File: src/wia_pkg.sv
// ----------------------------------------------------------------------------
// wia_pkg
// Types and operation codes shared by the wide integer ALU modules.
// ----------------------------------------------------------------------------
package wia_pkg;

   localparam int OP_BITS   = 5;
   localparam int HALF_BITS = 64;

   localparam logic [OP_BITS-1:0] OP_ADD  = 5'd0;
   localparam logic [OP_BITS-1:0] OP_SUB  = 5'd1;
   localparam logic [OP_BITS-1:0] OP_MUL  = 5'd2;
   localparam logic [OP_BITS-1:0] OP_UDIV = 5'd3;
   localparam logic [OP_BITS-1:0] OP_UMOD = 5'd4;
   localparam logic [OP_BITS-1:0] OP_SDIV = 5'd5;
   localparam logic [OP_BITS-1:0] OP_SMOD = 5'd6;
   localparam logic [OP_BITS-1:0] OP_SHL  = 5'd7;
   localparam logic [OP_BITS-1:0] OP_SHR  = 5'd8;
   localparam logic [OP_BITS-1:0] OP_SAR  = 5'd9;
   localparam logic [OP_BITS-1:0] OP_AND  = 5'd10;
   localparam logic [OP_BITS-1:0] OP_OR   = 5'd11;
   localparam logic [OP_BITS-1:0] OP_XOR  = 5'd12;
   localparam logic [OP_BITS-1:0] OP_NOT  = 5'd13;
   localparam logic [OP_BITS-1:0] OP_NEG  = 5'd14;
   localparam logic [OP_BITS-1:0] OP_UCMP = 5'd15;
   localparam logic [OP_BITS-1:0] OP_SCMP = 5'd16;

   localparam logic [1:0] CMP_LESS    = 2'd0;
   localparam logic [1:0] CMP_EQUAL   = 2'd1;
   localparam logic [1:0] CMP_GREATER = 2'd2;

   typedef struct packed {
      logic [OP_BITS-1:0]   op;
      logic [HALF_BITS-1:0] operand_a_high;
      logic [HALF_BITS-1:0] operand_a_low;
      logic [HALF_BITS-1:0] operand_b_high;
      logic [HALF_BITS-1:0] operand_b_low;
   } req_type;

   typedef struct packed {
      logic [HALF_BITS-1:0] result_high;
      logic [HALF_BITS-1:0] result_low;
      logic [1:0]           compare_code;
      logic                 error_flag;
   } rsp_type;

   // Controller to datapath.
   typedef struct packed {
      logic load;     // capture operands on an accepted beat
      logic step;     // one multiply or divide iteration
      logic finish;   // form the result register
   } cmd_type;

   // Datapath to controller.
   typedef struct packed {
      logic iterative;  // loaded op needs the bit loop
   } sts_type;

endpackage

File: src/wia_control.sv
// ----------------------------------------------------------------------------
// wia_control
// Sequencer: load, iterate over the word for multiply and divide, finish.
// ----------------------------------------------------------------------------
module wia_control
   import wia_pkg::*;
#(
   parameter int WORD_BITS = 128
) (
   input  logic    clock,
   input  logic    reset,
   input  logic    req_valid,
   output logic    req_ready,
   output logic    rsp_valid,
   input  logic    rsp_ready,
   input  sts_type sts,
   output cmd_type cmd
);

   localparam int CNT_BITS = $clog2(WORD_BITS + 1);

   localparam logic [1:0] ST_IDLE = 2'd0;
   localparam logic [1:0] ST_DECODE = 2'd1;
   localparam logic [1:0] ST_LOOP = 2'd2;
   localparam logic [1:0] ST_DONE = 2'd3;

   logic [1:0]          state_ff, state_in;
   logic [CNT_BITS-1:0] cnt_ff, cnt_in;
   logic                valid_ff, valid_in;

   // A held result does not block the next beat until it would be overwritten.
   assign req_ready = (state_ff == ST_IDLE);
   assign rsp_valid = valid_ff;

   always_comb begin
      state_in = state_ff;
      cnt_in = cnt_ff;
      valid_in = valid_ff && !rsp_ready;
      cmd = '0;
      unique case (state_ff)
         ST_IDLE: begin
            if (req_valid) begin
               cmd.load = 1'b1;
               state_in = ST_DECODE;
            end
         end
         ST_DECODE: begin
            cnt_in = CNT_BITS'(WORD_BITS);
            state_in = sts.iterative ? ST_LOOP : ST_DONE;
         end
         ST_LOOP: begin
            cmd.step = 1'b1;
            cnt_in = cnt_ff - 1'b1;
            if (cnt_ff == CNT_BITS'(1)) state_in = ST_DONE;
         end
         ST_DONE: begin
            if (!valid_ff || rsp_ready) begin
               cmd.finish = 1'b1;
               valid_in = 1'b1;
               state_in = ST_IDLE;
            end
         end
         default: state_in = ST_IDLE;
      endcase
   end

   always_ff @(posedge clock) begin
      if (reset) begin
         state_ff <= ST_IDLE;
         valid_ff <= 1'b0;
         cnt_ff <= '0;
      end else begin
         state_ff <= state_in;
         valid_ff <= valid_in;
         cnt_ff <= cnt_in;
      end
   end

`ifndef SYNTHESIS
   a_loop_count: assert property (@(posedge clock) disable iff (reset)
      (state_ff == ST_LOOP) |-> (cnt_ff != '0))
      else $error("loop entered with zero count");
   a_single_cmd: assert property (@(posedge clock) disable iff (reset)
      $onehot0({cmd.load, cmd.step, cmd.finish}))
      else $error("conflicting datapath commands");
   a_finish_valid: assert property (@(posedge clock) disable iff (reset)
      cmd.finish |=> rsp_valid)
      else $error("finished result not presented");
`endif

endmodule

File: config.mk
export PLATFORM = sky130hd
export DESIGN_NAME = wia_control
export DESIGN_NICKNAME = d
export VERILOG_FILES = /design/src/wia_pkg.sv /design/src/wia_control.sv
export SDC_FILE = /design/constraint.sdc
export NUM_CORES = 1
export LEC_CHECK = 0
export BUFFER_PORTS_ARGS = -buffer_cell sky130_fd_sc_hd__buf_2
export CAP_MARGIN = 5
export CORE_AREA = 10 10 47 49
export CTS_BUF_LIST = sky130_fd_sc_hd__clkbuf_16
export CTS_CLUSTER_DIAMETER = 80
export CTS_CLUSTER_SIZE = 14
export DETAILED_ROUTE_END_ITERATION = 8
export DIE_AREA = 0 0 57 59
export PLACE_DENSITY = 0.67
export SYNTH_ARGS = -nofsm -noshare
export SYNTH_HDL_FRONTEND = slang
export SYNTH_SLANG_ARGS = --single-unit
File: constraint.sdc
create_clock -name clock -period 3.4 [get_ports clock]
set_clock_uncertainty 0.15 [all_clocks]
set_input_delay 0.34 -clock clock [delete_from_list [all_inputs] [get_ports clock]]
set_output_delay 0.34 -clock clock [all_outputs]
set_load 0.05 [all_outputs]
==> results.json, run 1 <==
{
  "status": "completed",
  "grt_first_pass_wirelength_um": 2030,
  "die_area_mm2": 0.00336,
  "synth-main-ff-cell": "dfxtp_1",
  "whs_path_depth": 2,
  "period_share_pct": 57.8,
  "clock_sink_count": 11,
  "syn_area_um2": 612,
  "synth_fp_nets": 79,
  "end_kind": "register",
  "coreArea_mm2": 0.00140,
  "drt_iter0_drc": 6,
  "yosysUniqueCellTypes": 23,
  "dr.pass1.iters": 4,
  "postRouteAntennaNets": 0,
  "powerDensity_mw_per_mm2": 1140,
  "cts_tree": "yes",
  "avgSynthCellArea_um2": 9.13,
  "clk_pin_slew_ns": 0.04,
  "multi_input_area_um2": 369,
  "layout_commonest_cell": "dfxtp_1",
  "die_h_um": 59,
  "cts_resized": 0,
  "grt_pass1_vias": 476,
  "path_class": "reg2reg",
  "routed_wl_um": 1090,
  "gp_congestion": 0.730,
  "r2r_slack_ns": 1.43,
  "grt.busiest_layer": "met2",
  "track_usage_pct": 7.20,
  "root_buffer": "clkbuf_16",
  "finalInstanceArea_um2": 757,
  "rsz0062_at_grt": "false",
  "grt_max_degree": 8,
  "dpl.hpwl_um": 843,
  "cts_setup_buffers": 0,
  "syn2layout_area_growth_pct": 23.7,
  "tns_ns": 0,
  "start_kind": "register",
  "fin_crit_ns": 1.97,
  "syn_inst": 67,
  "use_met3_pct": 3.43,
  "cts_made_buffers": 3,
  "cts_hold_buffers": 0,
  "synth-edff-count": 0,
  "yosys_register_bits": 11,
  "drc": 0,
  "slew_viol_final": 0,
  "required_ns": 3.42,
  "gr-total-overflow": 0,
  "cap_violations": 0,
  "fill_cells": 140,
  "cts_htree_levels": 1,
  "worstHoldPathType": "in2reg",
  "clkLatencyLatePin_ns": 0.24,
  "setup_viol": 0,
  "async_flop_share_pct": 0,
  "hold_viol_final": 0,
  "num_io_pins": 10,
  "timing.fmax_ghz": 0.509,
  "nets": 93,
  "num_vias": 459,
  "dpl_cell_area_um2": 677,
  "peakVddDrop_mv": 0.645,
  "worst_pin_slew_ns": 0.372,
  "antenna_found_initial": 0,
  "start_util_pct": 43.7,
  "slew_headroom_pct": 75.1,
  "antennaDiodeCount": 0,
  "crit_arrival_ns": 1.98,
  "ctsLongestPathBuffers": 2,
  "rr_worst_depth": 6,
  "p_leak_uw": 0.000325,
  "wl_per_cell_um": 11.4,
  "cp_max_fo": 7,
  "met2_usage_pct": 12.4,
  "yosys_warnings": 0,
  "grtUsageMet1_pct": 8.03,
  "via_per_inst": 4.78,
  "drive_gt1_share_pct": 22.5,
  "final-seq-area_um2": 220,
  "die_width_um": 57,
  "port_buffers": 9,
  "yosysSeqAreaShare_pct": 36.0,
  "rows": 14,
  "layout_common_cells": "dfxtp_1 (11), nor2_1 (9), buf_2 (9)"
}
## power by group
group / total [uW] / switching, uW / internal [uW]
clock network: 216 / 59.8 / 156
registers: 213 / 41.3 / 171
logic: 438 / 267 / 171
total: 866 / 368 / 498
## synth_stat cells (2+ instances only)
cell type	n	area, um2
a21oi_1	4	20.0
nor2_1	9	33.8
nand2_1	2	7.51
nor3_1	2	10.0
nor2b_1	4	25.0
xnor2_1	3	26.3
xor2_1	3	26.3
inv_1	6	22.5
ha_1	7	87.6
nand2b_1	2	12.5
nand3_1	2	10.0
dfxtp_1	11	220
a211oi_1	2	15.0
## layer usage
metal,vias to the layer above,wire length [um]
met2,5,527
met4,0,0
met1,205,511
met3,0,52
li1,249,-
met5,-,0
## flip-flops by register name, indices dropped and copies added, names as in the netlist
name	count
rsp_valid	1
state_ff	2
cnt_ff	8
## area by class of cell
class                           count  area share, %
Clock inverter                      1          0.661
Multi-Input combinational cell     50           48.8
Inverter                            6           2.98
Tap cell                           16           2.64
Timing Repair Buffer                9           5.95
Clock buffer                        3           9.92
Sequential cell                    11           29.1
## kinds of logic (layout without fill, tap and decap cells)
kind of cell | after synthesis | in the layout | synth area share (%)
XOR/XNOR | 6 | 6 | 8.59
AND/OR/NAND/NOR | 26 | 26 | 22.5
flip-flops | 11 | 11 | 36.0
adder cells (fa/ha/maj) | 7 | 7 | 14.3
AO/OA/AOI/OAI | 11 | 11 | 14.9
buffers and inverters | 6 | 19 | 3.68
## worst max-delay path, stage by stage, from the launching register on
cell	delay, ns
dfxtp_1	0.38
inv_1	0.11
ha_1	0.43
nor3b_1	0.38
nand3_1	0.15
xor2_1	0.16
a21oi_1	0.14
## through the flow
stage                     power, uW  hold WS (ns)  utilization (%)  setup slack (ns)  std cells
final                           866         0.179             54.0              1.43         96
after global placement          646         0.333             48.3              1.48         92
after detailed placement        652         0.340             48.3              1.46         92
after floorplan                 577         0.259                -              1.49         67
after CTS                       874         0.186             54.0              1.43         96
after global routing            937         0.211             54.0              1.25         96
## worst paths after layout
path,from,end
setup / recovery,state_ff[0]$_SDFFE_PP0P_,cnt_ff[7]$_SDFFE_PP0P_
hold / removal,reset,state_ff[1]$_SDFFE_PP0P_
setup reg to reg,state_ff[0]$_SDFFE_PP0P_,cnt_ff[7]$_SDFFE_PP0P_
hold reg to reg,cnt_ff[1]$_SDFFE_PP0P_,cnt_ff[1]$_SDFFE_PP0P_
Power figures use the tool's default switching activity.
==> inputs of run 2 (changes only) <==
--- a/config.mk
+++ b/config.mk
@@ -7,13 +7,13 @@
 export LEC_CHECK = 0
 export BUFFER_PORTS_ARGS = -buffer_cell sky130_fd_sc_hd__buf_2
 export CAP_MARGIN = 5
-export CORE_AREA = 10 10 47 49
+export CORE_MARGIN = 10
+export CORE_UTILIZATION = 47
 export CTS_BUF_LIST = sky130_fd_sc_hd__clkbuf_16
 export CTS_CLUSTER_DIAMETER = 80
 export CTS_CLUSTER_SIZE = 14
 export DETAILED_ROUTE_END_ITERATION = 8
-export DIE_AREA = 0 0 57 59
-export PLACE_DENSITY = 0.67
+export PLACE_DENSITY = 0.71
 export SYNTH_ARGS = -nofsm -noshare
 export SYNTH_HDL_FRONTEND = slang
 export SYNTH_SLANG_ARGS = --single-unit
==> constraint.sdc (replaced) <==
create_clock -name clock -period 1.6 [get_ports clock]
set_clock_uncertainty 0.15 [all_clocks]
set_input_delay 0.16 -clock clock [delete_from_list [all_inputs] [get_ports clock]]
set_output_delay 0.16 -clock clock [all_outputs]
set_load 0.05 [all_outputs]
==> results.json, run 2 (same netlist as run 1, synthesis figures left out) <==
{
  "status": "finished, violations left",
  "violations": "setup timing",
  "drt_iter0_drc": 9,
  "cap_violations": 0,
  "clkLatencyLatePin_ns": 0.23,
  "peakVddDrop_mv": 1.37,
  "path_buf_inv": 1,
  "critPathTopFamily": "simple AND/OR/NAND/NOR gates",
  "critical_path.max_stage_delay_ns": 0.55,
  "grt_pass1_vias": 538,
  "tns_ns": -0.228,
  "cts_htree_levels": 1,
  "crit_arrival_ns": 1.74,
  "start_util_pct": 52.2,
  "hold_slack_ns": 0.118,
  "setup_viol": 4,
  "slowest_stage": "or4_4",
  "rsz0062_at_grt": "true",
  "power_uw": 2220,
  "start_kind": "register",
  "track_usage_pct": 8.92,
  "final.setup.worst_slack_ns": -0.124,
  "slew_headroom_pct": 79.4,
  "via_per_inst": 5.09,
  "fin_crit_ns": 1.72,
  "root_buffer": "clkbuf_16",
  "worst_pin_slew_ns": 0.309,
  "largest_reg_flops": 8,
  "layout_commonest_cell": "buf_4",
  "num_io_pins": 10,
  "hold_viol_final": 0,
  "top_register": "cnt_ff",
  "slew_viol_final": 0,
  "end_kind": "register",
  "rows": 12,
  "timing.fmax_ghz": 0.580,
  "postRouteAntennaNets": 0,
  "finalNonFillerCells": 106,
  "routed_wl_um": 1450,
  "cp_cell_sequence": "or4_4 -> o41ai_4 -> buf_4 -> nand3_1 -> a21oi_2",
  "cts_tree": "yes",
  "die_width_um": 56.1,
  "grt_first_pass_wirelength_um": 2330,
  "period_share_pct": 108,
  "wl_per_cell_um": 13.7,
  "nets": 105,
  "layout_common_cells": "buf_4 (11), dfxtp_1 (10), nor2_1 (9)",
  "ctsLongestPathBuffers": 2,
  "path_class": "reg2reg",
  "powerDensity_mw_per_mm2": 2420,
  "gp_congestion": 0.882,
  "grt_max_degree": 8,
  "required_ns": 1.62,
  "worstHoldPathType": "in2reg",
  "clk_pin_slew_ns": 0.04,
  "gr-total-overflow": 0,
  "die_h_um": 56.1,
  "cp_max_fo": 3,
  "dr.pass1.iters": 4,
  "coreArea_mm2": 0.00117,
  "antenna_found_initial": 0,
  "place_inst": 100,
  "num_vias": 540,
  "syn2layout_area_growth_pct": 49.5,
  "dpl.hpwl_um": 1020,
  "port_buffers": 9,
  "cts_made_buffers": 3,
  "p_leak_uw": 0.000396,
  "antennaDiodeCount": 0,
  "die_area_mm2": 0.00314,
  "drive_gt1_share_pct": 44.6,
  "drc": 0,
  "clock_sink_count": 11
}
run 2: per-layer routing:
layer / track usage, % / part of all wire, % / vias up
li1: - / - / 275
met1: 9.16 / 43 / 256
met2: 15.6 / 53 / 7
met3: 5.01 / 4.2 / 2
met4: 1.37 / 0.28 / 0
met5: 0 / 0 / -
run 2: final cells by class:
class,instances,area (um2)
Timing Repair Buffer,21,144
Clock inverter,1,3.75
Multi-Input combinational cell,50,430
Sequential cell,11,221
Clock buffer,3,75.1
Fill cell,82,256
Inverter,6,22.5
Tap cell,14,17.5
run 2: stage by stage:
| stage | setup slack [ns] | cell area, um2 | utilization, % |
|---|---|---|---|
| after floorplan | -0.0973 | 632 | - |
| after global placement | -0.112 | 769 | 65.7 |
| after detailed placement | -0.170 | 769 | 65.7 |
| after CTS | -0.101 | 882 | 75.3 |
| after global routing | -0.187 | 915 | 78.1 |
| final | -0.124 | 915 | 78.1 |
run 2: what timing repair did:
item                                   4_1_cts  5_1_grt
endpoints found under the hold margin        3        0
buffers inserted                             1        0
pin swaps                                    0        2
resized for setup                            4        9
setup endpoints to repair                    7       11
hold buffers                                 1        0
run 2: final timing paths:
| kind | start | depth (start not counted) | to | slack [ns] |
|---|---|---|---|---|
| min reg2reg | cnt_ff[1]$_SDFFE_PP0P_ | 2 | cnt_ff[1]$_SDFFE_PP0P_ | 0.43 |
| min | rsp_ready | 4 | rsp_valid$_SDFF_PP0_ | 0.12 |
| max | cnt_ff[5]$_SDFFE_PP0P_ | 5 | state_ff[1]$_SDFFE_PP0P_ | -0.12 |
| max reg2reg | cnt_ff[5]$_SDFFE_PP0P_ | 5 | state_ff[1]$_SDFFE_PP0P_ | -0.12 |
run 2: tightest hold or removal path: stages:
cell and delay (ns):
buf_2 0.08, nor2b_1 0.07, nor2_1 0.09, nor2_1 0.05
run 2: where the power goes:
part	leakage, uW	internal [uW]	switching [uW]
Clock	0.0000423	327	116
Sequential	0.0000907	365	74.6
Combinational	0.000263	611	721
Total	0.000396	1300	912
==> inputs of run 3 (changes only) <==
--- a/config.mk
+++ b/config.mk
@@ -13,7 +13,7 @@
 export CTS_CLUSTER_DIAMETER = 80
 export CTS_CLUSTER_SIZE = 14
 export DETAILED_ROUTE_END_ITERATION = 8
-export PLACE_DENSITY = 0.71
+export PLACE_DENSITY = 0.73
 export SYNTH_ARGS = -nofsm -noshare
 export SYNTH_HDL_FRONTEND = slang
 export SYNTH_SLANG_ARGS = --single-unit
==> results.json, run 3 (same netlist as run 1, synthesis figures left out) <==
{
  "status": "finished, violations left",
  "violations": "setup timing",
  "coreArea_mm2": 0.00117,
  "powerDensity_mw_per_mm2": 2420,
  "hold_viol_final": 0,
  "grt_pass1_vias": 586,
  "path_class": "reg2reg",
  "layout_common_cells": "buf_4 (13), nor2_1 (9), dfxtp_1 (8), buf_2 (8)",
  "antennaDiodeCount": 0,
  "crit_arrival_ns": 1.69,
  "cap_violations": 0,
  "num_vias": 584,
  "drt_iter0_drc": 10,
  "die_area_mm2": 0.00314,
  "finalNonFillerCells": 109,
  "postRouteAntennaNets": 0,
  "fin_crit_ns": 1.71,
  "start_kind": "register",
  "rows": 12,
  "required_ns": 1.58,
  "worstHoldPathType": "in2reg",
  "start_util_pct": 52.2,
  "num_io_pins": 10,
  "end_kind": "register",
  "die_width_um": 56.1,
  "worst_pin_slew_ns": 0.294,
  "track_usage_pct": 11.3,
  "nets": 108,
  "grt_first_pass_wirelength_um": 2880,
  "largest_reg_flops": 8,
  "p_leak_uw": 0.000415,
  "dr.pass1.iters": 4,
  "cts_htree_levels": 1,
  "place_worst_setup_slack_ns": -0.211,
  "antenna_found_initial": 0,
  "setup_viol": 5,
  "clk_pin_slew_ns": 0.04,
  "slew_headroom_pct": 80.3,
  "clkLatencyLatePin_ns": 0.24,
  "routed_wl_um": 1680,
  "period_share_pct": 107,
  "wl_per_cell_um": 15.4,
  "tns_ns": -0.315,
  "port_buffers": 9,
  "slew_viol_final": 0,
  "peakVddDrop_mv": 1.67,
  "cts_made_buffers": 3,
  "drc": 0,
  "grt_max_degree": 8,
  "layout_commonest_cell": "buf_4",
  "dpl.hpwl_um": 1030,
  "timing.fmax_ghz": 0.585,
  "cp_max_fo": 3,
  "clock_sink_count": 11,
  "gp_congestion": 0.875,
  "die_h_um": 56.1,
  "ctsLongestPathBuffers": 2,
  "rsz0062_at_grt": "true",
  "root_buffer": "clkbuf_16",
  "final.setup.worst_slack_ns": -0.110,
  "gr-total-overflow": 0,
  "drive_gt1_share_pct": 49.5,
  "hold_slack_ns": 0.110,
  "top_register": "cnt_ff",
  "place_inst": 100,
  "via_per_inst": 5.36,
  "cts_tree": "yes",
  "syn2layout_area_growth_pct": 56.2
}
run 3: cell count changes in the layout (fill, tap and decap cells not counted), sizes merged:
cell,delta
buf,+2
dlygate4sd3,+1
run 3: final timing paths:
kind	from	cells after the start	endpoint	slack [ns]
setup / recovery	cnt_ff[5]$_SDFFE_PP0P_	5	state_ff[1]$_SDFFE_PP0P_	-0.11
hold / removal	rsp_ready	4	rsp_valid$_SDFF_PP0_	0.11
setup reg to reg	cnt_ff[5]$_SDFFE_PP0P_	5	state_ff[1]$_SDFFE_PP0P_	-0.11
hold reg to reg	cnt_ff[1]$_SDFFE_PP0P_	2	cnt_ff[1]$_SDFFE_PP0P_	0.38
run 3: routing by layer:
metal	track usage, %	vias up	part of all wire [%]	wire length (um)
met3	5.47	6	6.9	116
met5	0	-	0	0
li1	-	282	-	-
met2	18.4	17	51	851
met4	4.10	0	2.0	33
met1	12.3	279	40	679
run 3: layout make-up:
cell class,count,area [um2]
clock buffers,3,75.1
fillers,75,215
repair buffers,24,169
flip-flops and latches,11,224
well taps,14,17.5
clock inverters,1,3.75
multi-input cells,50,444
inverters,6,22.5
run 3: critical path: stages (launching register included):
cell and delay (ns):
dfxtp_2 0.32, or4_4 0.55, o41ai_4 0.24, buf_4 0.19, a21o_4 0.11, a21oi_2 0.04
run 3: power breakdown:
| group | switching (uW) | leakage, uW | internal [uW] | total [uW] |
|---|---|---|---|---|
| Combinational | 755 | 0.000281 | 658 | 1410 |
| Sequential | 79.3 | 0.0000914 | 368 | 448 |
| Clock | 126 | 0.0000423 | 328 | 455 |
run 3: what timing repair did:
| action | CTS | global route |
|---|---|---|
| pin swaps | 6 | 6 |
| setup endpoints to repair | 5 | 12 |
| resized for setup | 9 | 10 |
| setup buffers | 3 | 0 |
| hold buffers | 2 | 0 |
| endpoints found under the hold margin | 1 | 0 |
| gates cloned | 0 | 0 |
run 3: metrics by stage:
| step | utilization (%) | total power, uW | cell area [um2] |
|---|---|---|---|
| 2_1_floorplan | - | 1310 | 632 |
| 5_1_grt | 81.6 | 2500 | 956 |
| 6_report | 81.6 | 2320 | 956 |
| 3_3_place_gp | 65.7 | 1580 | 769 |
| 4_1_cts | 79.0 | 2250 | 925 |
| 3_5_place_dp | 65.7 | 1610 | 769 |
